`src/design/dual_stack_with_merge_dump_macros.svh`:
```
// Assertion macros shared by the dual stack design.
`ifndef DUAL_STACK_WITH_MERGE_DUMP_MACROS_SVH
`define DUAL_STACK_WITH_MERGE_DUMP_MACROS_SVH

// The condition must never hold outside reset.
`define DSMD_ASSERT_NEVER(label, clk, rst_n, cond, msg) \
    label: assert property (@(posedge clk) disable iff (!rst_n) !(cond)) \
        else $error(msg);

// Whenever the antecedent holds, the consequent holds in the same cycle.
`define DSMD_ASSERT_IMPLY(label, clk, rst_n, ante, cons, msg) \
    label: assert property (@(posedge clk) disable iff (!rst_n) (ante) |-> (cons)) \
        else $error(msg);

`endif

```
`src/design/dsmd_pkg.sv`:
```
// Package with the types, codes and word helpers of the dual stack design.
`default_nettype none

package dsmd_pkg;

    localparam int STACK_DEPTH = 32;
    localparam int WORD_BITS   = 32;
    localparam int FIELD_BITS  = 32;
    localparam int CNT_W       = $clog2(STACK_DEPTH + 1);
    localparam int ADDR_W      = (STACK_DEPTH > 1) ? $clog2(STACK_DEPTH) : 1;

    typedef enum logic [2:0] {
        CMD_PUSH_ONE = 3'd0,
        CMD_PUSH_TWO = 3'd1,
        CMD_POP_ONE  = 3'd2,
        CMD_POP_TWO  = 3'd3,
        CMD_MERGE    = 3'd4
    } t_cmd;

    typedef enum logic [1:0] {
        STAT_OK    = 2'd0,
        STAT_UNDER = 2'd1,
        STAT_OVER  = 2'd2,
        STAT_EMPTY = 2'd3
    } t_status;

    typedef enum logic {
        S_IDLE = 1'b0,
        S_BUSY = 1'b1
    } t_state;

    typedef struct packed {
        logic                  we;
        logic                  re;
        logic [ADDR_W-1:0]     addr;
        logic [WORD_BITS-1:0]  wdata;
    } t_ram_req;

    typedef struct packed {
        logic                  valid;
        logic [FIELD_BITS-1:0] out_word;
        t_status               status;
        logic                  from_second;
        logic                  last;
    } t_result;

    // Keep the low bits of a pushed field; bits above the field are zero.
    function automatic logic [WORD_BITS-1:0] to_store_word(input logic [FIELD_BITS-1:0] f);
        logic [63:0]          ext;
        logic [WORD_BITS-1:0] w;
        ext = 64'(f);
        for (int i = 0; i < WORD_BITS; i++) begin
            w[i] = ext[i];
        end
        return w;
    endfunction

    // Sign-extend a stored word to the field width, or keep its low bits.
    function automatic logic [FIELD_BITS-1:0] to_out_word(input logic [WORD_BITS-1:0] w);
        logic [63:0]           ext;
        logic [FIELD_BITS-1:0] f;
        ext = 64'(w);
        for (int i = 0; i < FIELD_BITS; i++) begin
            f[i] = (i < WORD_BITS) ? ext[i] : ext[WORD_BITS-1];
        end
        return f;
    endfunction

endpackage

`default_nettype wire

```
`src/design/dsmd_ram.sv`:
```
// Single-port synchronous RAM with a registered read port.
`default_nettype none

module dsmd_ram #(
    parameter int DEPTH = 32,
    parameter int WIDTH = 32
) (
    input  wire logic                                        i_clk,
    input  wire logic                                        i_we,
    input  wire logic                                        i_re,
    input  wire logic [((DEPTH > 1) ? $clog2(DEPTH) : 1)-1:0] i_addr,
    input  wire logic [WIDTH-1:0]                            i_wdata,
    output logic      [WIDTH-1:0]                            o_rdata
);

    logic [WIDTH-1:0] r_mem [DEPTH];
    logic [WIDTH-1:0] r_rdata;

    always_ff @(posedge i_clk) begin
        if (i_we) begin
            r_mem[i_addr] <= i_wdata;
        end
        if (i_re) begin
            r_rdata <= r_mem[i_addr];
        end
    end

    assign o_rdata = r_rdata;

endmodule

`default_nettype wire

```
`src/design/dsmd_ctrl.sv`:
```
// Command sequencer: stack counts, memory requests and result generation.
`default_nettype none

module dsmd_ctrl (
    input  wire logic                           i_clk,
    input  wire logic                           i_rst_n,
    input  wire logic                           i_valid,
    input  wire logic [2:0]                     i_cmd,
    input  wire logic [dsmd_pkg::FIELD_BITS-1:0] i_push_word,
    output logic                                o_ready,
    input  wire logic                           i_can_emit,
    output dsmd_pkg::t_result                   o_emit,
    output dsmd_pkg::t_ram_req                  o_req_one,
    output dsmd_pkg::t_ram_req                  o_req_two,
    input  wire logic [dsmd_pkg::WORD_BITS-1:0] i_rd_one,
    input  wire logic [dsmd_pkg::WORD_BITS-1:0] i_rd_two
);

    localparam logic [dsmd_pkg::CNT_W-1:0] CNT_ONE  = dsmd_pkg::CNT_W'(1);
    localparam logic [dsmd_pkg::CNT_W-1:0] CNT_FULL = dsmd_pkg::CNT_W'(dsmd_pkg::STACK_DEPTH);

    dsmd_pkg::t_state                 r_state, n_state;
    logic [dsmd_pkg::CNT_W-1:0]       r_cnt_one, n_cnt_one;
    logic [dsmd_pkg::CNT_W-1:0]       r_cnt_two, n_cnt_two;
    logic                             r_pend, n_pend;
    logic                             r_pend_sel, n_pend_sel;
    logic                             r_pend_last, n_pend_last;
    logic                             r_more, n_more;
    logic                             r_sel, n_sel;
    logic [dsmd_pkg::ADDR_W-1:0]      r_idx, n_idx;

    logic [dsmd_pkg::CNT_W-1:0]       w_dec_one;
    logic [dsmd_pkg::CNT_W-1:0]       w_dec_two;
    logic                             w_adv;

    assign w_dec_one = r_cnt_one - CNT_ONE;
    assign w_dec_two = r_cnt_two - CNT_ONE;

    always_ff @(posedge i_clk) begin
        if (!i_rst_n) begin
            r_state   <= dsmd_pkg::S_IDLE;
            r_cnt_one <= '0;
            r_cnt_two <= '0;
            r_pend    <= 1'b0;
            r_more    <= 1'b0;
        end else begin
            r_state   <= n_state;
            r_cnt_one <= n_cnt_one;
            r_cnt_two <= n_cnt_two;
            r_pend    <= n_pend;
            r_more    <= n_more;
        end
    end

    always_ff @(posedge i_clk) begin
        r_pend_sel  <= n_pend_sel;
        r_pend_last <= n_pend_last;
        r_sel       <= n_sel;
        r_idx       <= n_idx;
    end

    always_comb begin
        n_state     = r_state;
        n_cnt_one   = r_cnt_one;
        n_cnt_two   = r_cnt_two;
        n_pend      = r_pend;
        n_pend_sel  = r_pend_sel;
        n_pend_last = r_pend_last;
        n_more      = r_more;
        n_sel       = r_sel;
        n_idx       = r_idx;
        o_ready     = 1'b0;
        w_adv       = 1'b0;
        o_emit      = '0;
        o_req_one   = '0;
        o_req_two   = '0;
        o_req_one.wdata = dsmd_pkg::to_store_word(i_push_word);
        o_req_two.wdata = dsmd_pkg::to_store_word(i_push_word);

        case (r_state)
            dsmd_pkg::S_IDLE: begin
                o_ready = i_can_emit;
                if (i_valid && i_can_emit) begin
                    case (i_cmd)
                        dsmd_pkg::CMD_PUSH_ONE: begin
                            o_emit.valid = 1'b1;
                            o_emit.last  = 1'b1;
                            if (r_cnt_one == CNT_FULL) begin
                                o_emit.status = dsmd_pkg::STAT_OVER;
                            end else begin
                                o_req_one.we   = 1'b1;
                                o_req_one.addr = r_cnt_one[dsmd_pkg::ADDR_W-1:0];
                                n_cnt_one      = r_cnt_one + CNT_ONE;
                                o_emit.status  = dsmd_pkg::STAT_OK;
                            end
                        end
                        dsmd_pkg::CMD_PUSH_TWO: begin
                            o_emit.valid = 1'b1;
                            o_emit.last  = 1'b1;
                            if (r_cnt_two == CNT_FULL) begin
                                o_emit.status = dsmd_pkg::STAT_OVER;
                            end else begin
                                o_req_two.we   = 1'b1;
                                o_req_two.addr = r_cnt_two[dsmd_pkg::ADDR_W-1:0];
                                n_cnt_two      = r_cnt_two + CNT_ONE;
                                o_emit.status  = dsmd_pkg::STAT_OK;
                            end
                        end
                        dsmd_pkg::CMD_POP_ONE: begin
                            if (r_cnt_one == '0) begin
                                o_emit.valid  = 1'b1;
                                o_emit.last   = 1'b1;
                                o_emit.status = dsmd_pkg::STAT_UNDER;
                            end else begin
                                o_req_one.re   = 1'b1;
                                o_req_one.addr = w_dec_one[dsmd_pkg::ADDR_W-1:0];
                                n_cnt_one      = w_dec_one;
                                n_pend         = 1'b1;
                                n_pend_sel     = 1'b0;
                                n_pend_last    = 1'b1;
                                n_more         = 1'b0;
                                n_state        = dsmd_pkg::S_BUSY;
                            end
                        end
                        dsmd_pkg::CMD_POP_TWO: begin
                            if (r_cnt_two == '0) begin
                                o_emit.valid       = 1'b1;
                                o_emit.last        = 1'b1;
                                o_emit.from_second = 1'b1;
                                o_emit.status      = dsmd_pkg::STAT_UNDER;
                            end else begin
                                o_req_two.re   = 1'b1;
                                o_req_two.addr = w_dec_two[dsmd_pkg::ADDR_W-1:0];
                                n_cnt_two      = w_dec_two;
                                n_pend         = 1'b1;
                                n_pend_sel     = 1'b1;
                                n_pend_last    = 1'b1;
                                n_more         = 1'b0;
                                n_state        = dsmd_pkg::S_BUSY;
                            end
                        end
                        dsmd_pkg::CMD_MERGE: begin
                            if (r_cnt_one == '0 && r_cnt_two == '0) begin
                                o_emit.valid  = 1'b1;
                                o_emit.last   = 1'b1;
                                o_emit.status = dsmd_pkg::STAT_EMPTY;
                            end else begin
                                if (r_cnt_one != '0) begin
                                    n_sel = 1'b0;
                                    n_idx = w_dec_one[dsmd_pkg::ADDR_W-1:0];
                                end else begin
                                    n_sel = 1'b1;
                                    n_idx = w_dec_two[dsmd_pkg::ADDR_W-1:0];
                                end
                                n_pend  = 1'b0;
                                n_more  = 1'b1;
                                n_state = dsmd_pkg::S_BUSY;
                            end
                        end
                        default: begin
                            // Undefined commands are taken and dropped.
                        end
                    endcase
                end
            end
            dsmd_pkg::S_BUSY: begin
                // The held read data moves on once the result slot frees up.
                w_adv = !r_pend || i_can_emit;
                if (r_pend && i_can_emit) begin
                    o_emit.valid       = 1'b1;
                    o_emit.out_word    = dsmd_pkg::to_out_word(r_pend_sel ? i_rd_two
                                                                          : i_rd_one);
                    o_emit.status      = dsmd_pkg::STAT_OK;
                    o_emit.from_second = r_pend_sel;
                    o_emit.last        = r_pend_last;
                end
                if (w_adv) begin
                    if (r_more) begin
                        if (r_sel) begin
                            o_req_two.re   = 1'b1;
                            o_req_two.addr = r_idx;
                        end else begin
                            o_req_one.re   = 1'b1;
                            o_req_one.addr = r_idx;
                        end
                        n_pend     = 1'b1;
                        n_pend_sel = r_sel;
                        if (r_idx == '0) begin
                            if (!r_sel && r_cnt_two != '0) begin
                                n_sel       = 1'b1;
                                n_idx       = w_dec_two[dsmd_pkg::ADDR_W-1:0];
                                n_pend_last = 1'b0;
                            end else begin
                                n_more      = 1'b0;
                                n_pend_last = 1'b1;
                            end
                        end else begin
                            n_idx       = r_idx - dsmd_pkg::ADDR_W'(1);
                            n_pend_last = 1'b0;
                        end
                    end else begin
                        n_pend  = 1'b0;
                        n_state = dsmd_pkg::S_IDLE;
                    end
                end
            end
            default: begin
                n_state = dsmd_pkg::S_IDLE;
            end
        endcase
    end

endmodule

`default_nettype wire

```
`src/design/dual_stack_with_merge_dump.sv`:
```
// Top level of the dual stack: two stack memories, the sequencer and the result register.
// Push, error and empty-merge results pass only through the result register; a pop result
// first passes the read register of its stack memory, and a merge issues its first read only
// after the input transfer. Pushes and errors are taken back to back while results drain;
// a pop or merge keeps the sequencer busy, paced by registered reads and one read port per stack.
// Reset clears both counts, the sequencer and the result valid; stack memories are not cleared.
`default_nettype none
`include "dual_stack_with_merge_dump_macros.svh"

module dual_stack_with_merge_dump (
    input  wire logic               i_clk,
    input  wire logic               i_rst_n,
    input  wire logic               i_valid,
    output logic                    o_ready,
    input  wire logic [2:0]         i_cmd,
    input  wire logic signed [31:0] i_push_word,
    output logic                    o_valid,
    input  wire logic               i_ready,
    output logic signed [31:0]      o_out_word,
    output logic [1:0]              o_status,
    output logic                    o_from_second,
    output logic                    o_last
);

    // Requests from the sequencer to each stack memory, and the data read back.
    dsmd_pkg::t_ram_req              w_req_one;
    dsmd_pkg::t_ram_req              w_req_two;
    logic [dsmd_pkg::WORD_BITS-1:0]  w_rd_one;
    logic [dsmd_pkg::WORD_BITS-1:0]  w_rd_two;

    // A result produced by the sequencer this cycle.
    dsmd_pkg::t_result               w_emit;
    logic                            w_can_emit;

    // Result register that parts the sequencer from the output channel.
    logic                            r_o_valid;
    logic [31:0]                     r_o_word;
    dsmd_pkg::t_status               r_o_status;
    logic                            r_o_second;
    logic                            r_o_last;

    // The sequencer may hand over a result when the register is empty or drains now.
    assign w_can_emit = !r_o_valid || i_ready;

    dsmd_ram #(
        .DEPTH (dsmd_pkg::STACK_DEPTH),
        .WIDTH (dsmd_pkg::WORD_BITS)
    ) u_ram_one (
        .i_clk   (i_clk),
        .i_we    (w_req_one.we),
        .i_re    (w_req_one.re),
        .i_addr  (w_req_one.addr),
        .i_wdata (w_req_one.wdata),
        .o_rdata (w_rd_one)
    );

    dsmd_ram #(
        .DEPTH (dsmd_pkg::STACK_DEPTH),
        .WIDTH (dsmd_pkg::WORD_BITS)
    ) u_ram_two (
        .i_clk   (i_clk),
        .i_we    (w_req_two.we),
        .i_re    (w_req_two.re),
        .i_addr  (w_req_two.addr),
        .i_wdata (w_req_two.wdata),
        .o_rdata (w_rd_two)
    );

    dsmd_ctrl u_ctrl (
        .i_clk       (i_clk),
        .i_rst_n     (i_rst_n),
        .i_valid     (i_valid),
        .i_cmd       (i_cmd),
        .i_push_word (i_push_word),
        .o_ready     (o_ready),
        .i_can_emit  (w_can_emit),
        .o_emit      (w_emit),
        .o_req_one   (w_req_one),
        .o_req_two   (w_req_two),
        .i_rd_one    (w_rd_one),
        .i_rd_two    (w_rd_two)
    );

    // The valid bit is control state; the payload only loads with a new result.
    always_ff @(posedge i_clk) begin
        if (!i_rst_n) begin
            r_o_valid <= 1'b0;
        end else if (w_emit.valid) begin
            r_o_valid <= 1'b1;
        end else if (i_ready) begin
            r_o_valid <= 1'b0;
        end
    end

    always_ff @(posedge i_clk) begin
        if (w_emit.valid) begin
            r_o_word   <= w_emit.out_word;
            r_o_status <= w_emit.status;
            r_o_second <= w_emit.from_second;
            r_o_last   <= w_emit.last;
        end
    end

    assign o_valid       = r_o_valid;
    assign o_out_word    = r_o_word;
    assign o_status      = r_o_status;
    assign o_from_second = r_o_second;
    assign o_last        = r_o_last;

    // A new result must never overwrite one that is still waiting for its transfer.
    `DSMD_ASSERT_IMPLY(a_no_result_overwrite, i_clk, i_rst_n, w_emit.valid,
        (!r_o_valid || i_ready), "result register overwritten while stalled")

    // Only one stack is read per cycle, since a single result register follows.
    `DSMD_ASSERT_NEVER(a_single_read, i_clk, i_rst_n, (w_req_one.re && w_req_two.re),
        "both stack memories read in the same cycle")

    // Stack memories are written only by a push that is transferred in this cycle.
    `DSMD_ASSERT_IMPLY(a_write_on_transfer, i_clk, i_rst_n, (w_req_one.we || w_req_two.we),
        (i_valid && o_ready), "stack write without an input transfer")

endmodule

`default_nettype wire
```
`config.mk`:
```
export PLATFORM = sky130hd
export DESIGN_NAME = dual_stack_with_merge_dump
export DESIGN_NICKNAME = d
export VERILOG_FILES = /design/src/design/dsmd_pkg.sv /design/src/design/dsmd_ram.sv /design/src/design/dsmd_ctrl.sv /design/src/design/dual_stack_with_merge_dump.sv
export VERILOG_INCLUDE_DIRS = /design/src /design/src/design
export SDC_FILE = /design/constraint.sdc
export NUM_CORES = 2
export LEC_CHECK = 0
export BUFFER_PORTS_ARGS = -buffer_cell sky130_fd_sc_hd__clkbuf_2
export CORE_MARGIN = 2
export CORE_UTILIZATION = 35
export CTS_CLUSTER_DIAMETER = 40
export DETAILED_ROUTE_END_ITERATION = 7
export SETUP_SLACK_MARGIN = 0.2
export SYNTH_ARGS = -nofsm -noshare
export SYNTH_HDL_FRONTEND = slang
export SYNTH_SLANG_ARGS = --single-unit
```
`constraint.sdc`:
```
create_clock -name i_clk -period 4.5 [get_ports i_clk]
set_input_delay 0.9 -clock i_clk [delete_from_list [all_inputs] [get_ports i_clk]]
set_output_delay 0.9 -clock i_clk [all_outputs]
set_load 0.005 [all_outputs]
```
# After elaboration in Yosys (flattened, before gate mapping)
# Memories as Yosys holds them, arrays and structs flattened. A register that Yosys moved wholly into a read port is not among the register bits.
# Index checks and enable logic that the tools add are counted.
totals:
  ff_bits: 60
  latch_bits: 0
  ram_bits: 2048
  rom_bits: 0
  inputBits: 39
  out_inout_bits: 38
  wordCells: 181
  memories: 2
mem_list:
  columns: ["name", "words", "width", "read_ports", "rd_clocked_by_memory_dff", "write_ports", "line_no", "text"]
  rows:
  - ["u_ram_one.r_mem", 32, 32, 1, 1, 1, "dsmd_ram.sv:16", "logic [WIDTH-1:0] r_mem [DEPTH];"]
  - ["u_ram_two.r_mem", 32, 32, 1, 1, 1, "dsmd_ram.sv:16", null]
op_classes:
  add_sub_neg: 5
  mul: 0
  n_div: 0
  order_cmp: 0
  n_eq_ne: 23
  shift: 0
  n_mux: 110
  n_bitwise: 1
  n_reduce_logical: 26
ops:
  columns: ["operator", "count"]
  rows:
  - ["6-bit 2-to-1 mux", 12]
  - ["1-bit 2-to-1 mux", 56]
  - ["5-bit 2-to-1 mux", 10]
  - ["6-bit case mux with 2 select lines", 4]
  - ["37-bit 2-to-1 mux", 1]
  - ["32-bit 2-to-1 mux", 1]
  - ["5-bit case mux with 2 select lines", 3]
  - ["2-bit inequality test (second input constant)", 10]
  - ["1-bit case mux with 2 select lines", 9]
  - ["6-bit AND reduction", 3]
  - ["3-bit inequality test (second input constant)", 5]
  - ["7-bit 2-to-1 mux", 2]
  - ["6-bit by 1-bit adder with 6-bit output (second input constant)", 2]
  - ["6-bit equality test (second input constant)", 2]
  - ["6-bit zero test", 2]
  - ["6-bit nonzero test", 2]
  - ["6-bit by 1-bit subtractor with 6-bit output (second input constant)", 2]
  - ["2-bit case mux with 5 select lines", 1]
  - ["5-bit AND reduction", 2]
  - ["1-bit case mux with 3 select lines", 3]
  - ["1-bit case mux with 4 select lines", 2]
  - ["4-bit case mux with 2 select lines", 1]
  - ["7-bit AND reduction", 1]
  - ["3-bit by 2-bit equality test with 1-bit output (second input constant)", 2]
  - ["other kinds (17)", 27]

# Depth between registers and ports, before layout
logic_depth:
  ltp_word: 7
  mapped_depth: 13
  depth_no_buf: 9

# By module
# A second synthesis with hierarchy kept.
unflattened:
  cells_unflattened: 4693
  area_unflattened_um2: 84419.7
by_module_without_submodules:
  columns: ["module", "instances", "cells_per_inst", "area_each_um2", "seq_area_each_um2"]
  rows:
  - ["dsmd_ram", 2, 2107, 40063.4, 31710.4]
  - ["dsmd_ctrl", 1, 439, 3163.0, 540.5]
  - ["dual_stack_with_merge_dump", 1, 40, 1129.8, 1101.1]

# Worst setup path before layout
# Ideal clock, no wire load.
synth_timing:
  path_type: "in2reg"
  startpoint: "input i_ready"
  endpoint: "memory u_ram_one.r_mem[11][0] (enable)"
  setup_ns: 0.421
  arrival_time_ns: 4.349
  t_required_ns: 4.079
  path_slack_ns: -0.270
  cell_stages: 10
  path_buffers: 3
  path_cell_list: "and3b_1 > clkbuf_1 > nor3_1 > nand2_1 > o21ai_1 > buf_4 > buf_2 > nor2b_1 > nand2_1 > nor2_1"
synth_via:
  elab_chain_len: 6
  elab_cells_between_ends: 9
  cone_classes: "mux: 6; reduce/logical: 3"
synth_rtl:
  columns: ["item", "line_no", "text"]
  rows:
  - ["start, declared", "dual_stack_with_merge_dump.sv:18", "input wire logic i_ready,"]
  - ["1-bit logical OR (*)", "dual_stack_with_merge_dump.sv:43", "assign w_can_emit = !r_o_valid || i_ready;"]
  - ["1-bit logical AND", "dsmd_ctrl.sv:83", "if (i_valid && i_can_emit) begin"]
  - ["7-bit 2-to-1 mux", "dsmd_ctrl.sv:83", null]
  - ["1-bit 2-to-1 mux", "dsmd_ctrl.sv:80", "case (r_state)"]
  - ["1-bit 2-to-1 mux", "dsmd_ram.sv:20", "if (i_we) begin"]
  - ["1-bit 2-to-1 mux (implied by the code)", "dsmd_ram.sv:21", "r_mem[i_addr] <= i_wdata;"]
  - ["end, declared", "dsmd_ram.sv:16", null]
# Every way passes the cells marked *; elsewhere a longest branch is shown, timed or not.

# Worst setup path after layout
layout_timing:
  startpoint: "register u_ctrl.r_cnt_two[0] (netlist name)"
  endpoint: "register u_ram_two.r_rdata[28] (netlist: u_ram_two.o_rdata[28]), read port of u_ram_two.r_mem, data pin"
layout_via:
  elab_chain_len: 5
  elab_cells_between_ends: 9
  cone_classes: "add/sub: 1; eq/ne: 1; mux: 6; reduce/logical: 1"
layout_rtl:
  columns: ["item", "line_no", "text"]
  rows:
  - ["start, declared", "dsmd_ctrl.sv:24", "logic [dsmd_pkg::CNT_W-1:0] r_cnt_two, n_cnt_two;"]
  - ["start signal, assigned", "dsmd_ctrl.sv:49", "r_cnt_two <= n_cnt_two;"]
  - ["6-bit by 1-bit subtractor with 6-bit output (tied with other cells)", "dsmd_ctrl.sv:37", "assign w_dec_two = r_cnt_two - CNT_ONE;"]
  - ["6-bit 2-to-1 mux or 5-bit 2-to-1 mux (tied branches)", "dsmd_ctrl.sv:126, dsmd_ctrl.sv:100", null]
  - ["5-bit case mux with 2 select lines or 1-bit 2-to-1 mux (tied branches)", "dsmd_ctrl.sv:84", "case (i_cmd)"]
  - ["7-bit 2-to-1 mux (*)", "dsmd_ctrl.sv:83", null]
  - ["6-bit case mux with 2 select lines (*)", "dsmd_ctrl.sv:80", null]
  - ["end, declared", "dsmd_ram.sv:17", "logic [WIDTH-1:0] r_rdata;"]
# Marks and branches as above.
# A chain may end at the register's enable or synchronous reset.

==> metrics.yaml <==
register_area_sq_um: 65100
setup_violations: 0
num_vias: 50460
power_density_nw_per_um2: 451
report.final.slew_viol_count: 0
status: "finished, final reports clean"
period_share_pct: 92.3
p_leak_nw: 32.9
synth_cell_type_count: 67
synth_area_per_cell_sq_um: 17.7
dieArea_sq_um: 250000
cts.sink_count: 2172
overflow: 0
grt_pass1_wl_mm: 361
cpMaxStageDelayCell: "or4b_4"
path_buf_inv: 4
cp.required_ns: 5.13
ys_ff_latch: 2172
yosysSeqAreaShare_pct: 75.6
area_growth_syn_to_layout_pct: 20.8
crit_chain: "inv_1, ha_1, or4b_4, o211ai_1, a21oi_4, buf_12, or2_4, buf_12, buf_4, o32ai_1, o32ai_1, or4_1"
startpoint: "u_ctrl.r_cnt_two[0]"
cts-htree-levels: 5
vdd_drop_max_mv: 0.446
multi_input_area_sq_um: 20100
cp_max_fo: 36
drive_gt1_share_pct: 23.6
ys_async_sr_fraction_pct: 0
syn_nets: 4909
gp_congestion: 0.811
grt_use_total_pct: 19.8
synthMostInstantiatedCell: "edfxtp_1"
synth.top_cell.area_share_pct: 75.2
cts_tree: "built"
core_sq_um: 245000
rsz0062_at_grt: "false"
fp.dieH_microns: 500
worst_pin_slew_ns: 1.27
clk_path_buf_depth: 4
drc: 0
grt_pass1_vias: 49789
postCtsSetupRepairBufs: 0
fin_skew_ns: 0.0716
synth_cells: 4864
cts_buffers: 311
insertion_delay_ns: 0.95
hold_class: "in -> reg"
dpl.cell_count: 8108
yosys_warnings: 0
wl_per_cell_microns: 29.3
end_kind: "register"
min_period_ns: 4.15
hold_viol_final: 0
r2r_start: "u_ctrl.r_cnt_two[0]"
cts-root-buf: "clkbuf_16"
setup_tns_ns: 0
cp-start-kind: "register"
start_util_pct: 35.1
instances_no_fill: 8657
synth_commonest_cells: "2156 x edfxtp_1, 389 x and3_1, 321 x clkbuf_1"
synth_area_leaders: "edfxtp_1 75%, mux4_2 6.7%, and3_1 2.8%, o32ai_1 2.6%, a211oi_1 2.2%"
max_slew_margin_pct: 15.3
critPathMaxStageDelay_ns: 0.54
drv_cap: 0
critPathTopFamily: "simple AND/OR/NAND/NOR gates"
vias_per_cell: 5.83
ant_nets: 0
crit_type: "reg -> reg"
n_fill_cell: 21143
drt-initial-drc-count: 6760
io_pins: 77
ys.flop_type: "edfxtp_1"
routed_wl_mm: 253
max_freq_mhz: 241
grt_max_degree: 114
yosysTopAreaCell: "edfxtp_1"
dp_hpwl_mm: 142
drtPass1Iterations: 5
rows: 182
cp.arrival_ns: 4.78
die_w_microns: 500
final_nets: 5246
netlist_area_sq_um: 86100
hold_path.startpoint: "i_push_word[18]"
port_buffers: 76
grt_antenna_before_repair: 13
clk_pin_slew_ns: 0.06
synth_edf_count: 2156
[registers in the layout (all words and copies together) (netlist names)]
signal	cells
u_ctrl.r_pend	1
u_ctrl.r_idx	5
u_ram_one.o_rdata	32
o_out_word	32
u_ctrl.r_cnt_one	6
u_ctrl.r_state	1
o_status	2
o_last	1
u_ram_one.r_mem	1024
u_ctrl.r_pend_sel	1
u_ctrl.r_cnt_two	6
u_ctrl.r_pend_last	1
o_from_second	1
u_ctrl.r_more	1
u_ram_two.o_rdata	32
u_ctrl.r_sel	1
u_ram_two.r_mem	1024
o_valid	1
[through the flow]
stage	cell area, sq um	power (mW)	hold slack (ns)	util [%]	worst slack (ns)
final	104000	46.9	0.208	42.4	0.348
after detailed placement	93800	23.4	0.555	38.2	0.00686
after CTS	104000	47.2	0.161	42.4	0.355
after global routing	104000	48.2	0.189	42.4	0.208
after global placement	93800	23.4	0.544	38.2	0.0478
after floorplan	86100	22.9	0.494	-	-0.270
[metal layers]
| metal | share of wire [%] | track usage, % | wire length [microns] | vias up |
|---|---|---|---|---|
| met1 | 40 | 26.6 | 101000 | 26534 |
| li1 | - | - | - | 21088 |
| met5 | 0.012 | 0 | 31 | - |
| met3 | 8.2 | 3.55 | 20900 | 420 |
| met2 | 49 | 32.7 | 124000 | 2412 |
| met4 | 3.1 | 6.58 | 7770 | 6 |
[worst register-to-register path: stages (launching register included)]
cell      delay [ns]
dfxtp_1         0.41
inv_1           0.15
ha_1            0.30
or4b_4          0.54
o211ai_1        0.28
a21oi_4         0.11
buf_12          0.18
or2_4           0.32
buf_12          0.21
buf_4           0.23
o32ai_1         0.41
o32ai_1         0.24
or4_1           0.51
[placed cells by master, fill, tap and decap left out, drive strengths merged, types with 32 or more instances in the layout]
cell type / instances
buf: 353
a22oi: 132
nand2: 175
clkinvlp: 36
a21boi: 260
a211oi: 258
and3: 389
nand4: 36
or4: 36
clkbuf: 419
inv: 51
nor2: 126
o22ai: 129
clkinv: 94
o32ai: 256
mux4: 256
edfxtp: 2156
mux2i: 32
[power by group]
| group | leakage (nW) | internal [mW] | switching (mW) | total (mW) |
|---|---|---|---|---|
| logic | 8.44 | 0.155 | 0.522 | 0.676 |
| registers | 19.5 | 22.3 | 0.0235 | 22.3 |
| clock network | 4.91 | 14.8 | 9.15 | 24.0 |
[timing repair]
action	4_1_cts	5_1_grt
hold buffers	0	0
gates resized for setup	1	1
pin swaps	0	0
endpoints found under the setup margin	1	2
[kinds of logic (layout without fill, tap and decap cells)]
logic type | count (synthesis) | after routing | share of synthesized area [%]
buffers and inverters | 414 | 984 | 1.93
and+or+nand+nor | 840 | 840 | 5.29
xor gates and xnor gates | 12 | 12 | 0.122
adders and majority gates | 6 | 6 | 0.0872
muxes | 288 | 288 | 7.07
other | 0 | 3 | 0
DFF | 2172 | 2172 | 75.6
AOI/OAI and AO/OA | 1132 | 1132 | 9.95
[cell type report]
type                    count  area share [%]
well taps                3220            3.87
clock inverters           203            2.12
repair buffers            429            4.43
multi-input cells        2278            19.3
clock buffers             343            7.72
diodes                      3         0.00721
flip-flops and latches   2172            62.5
inverters                   9          0.0325
[final timing paths]
path	slack, ns	cells past startpoint	endpoint
worst min register to register	0.58	1	o_last
worst min-delay path	0.21	1	u_ram_one.r_mem[21][18]
worst max-delay path	0.35	12	u_ram_two.o_rdata[28]
worst max register to register	0.35	12	u_ram_two.o_rdata[28]
Note: power is estimated with default switching activity, not from simulation.
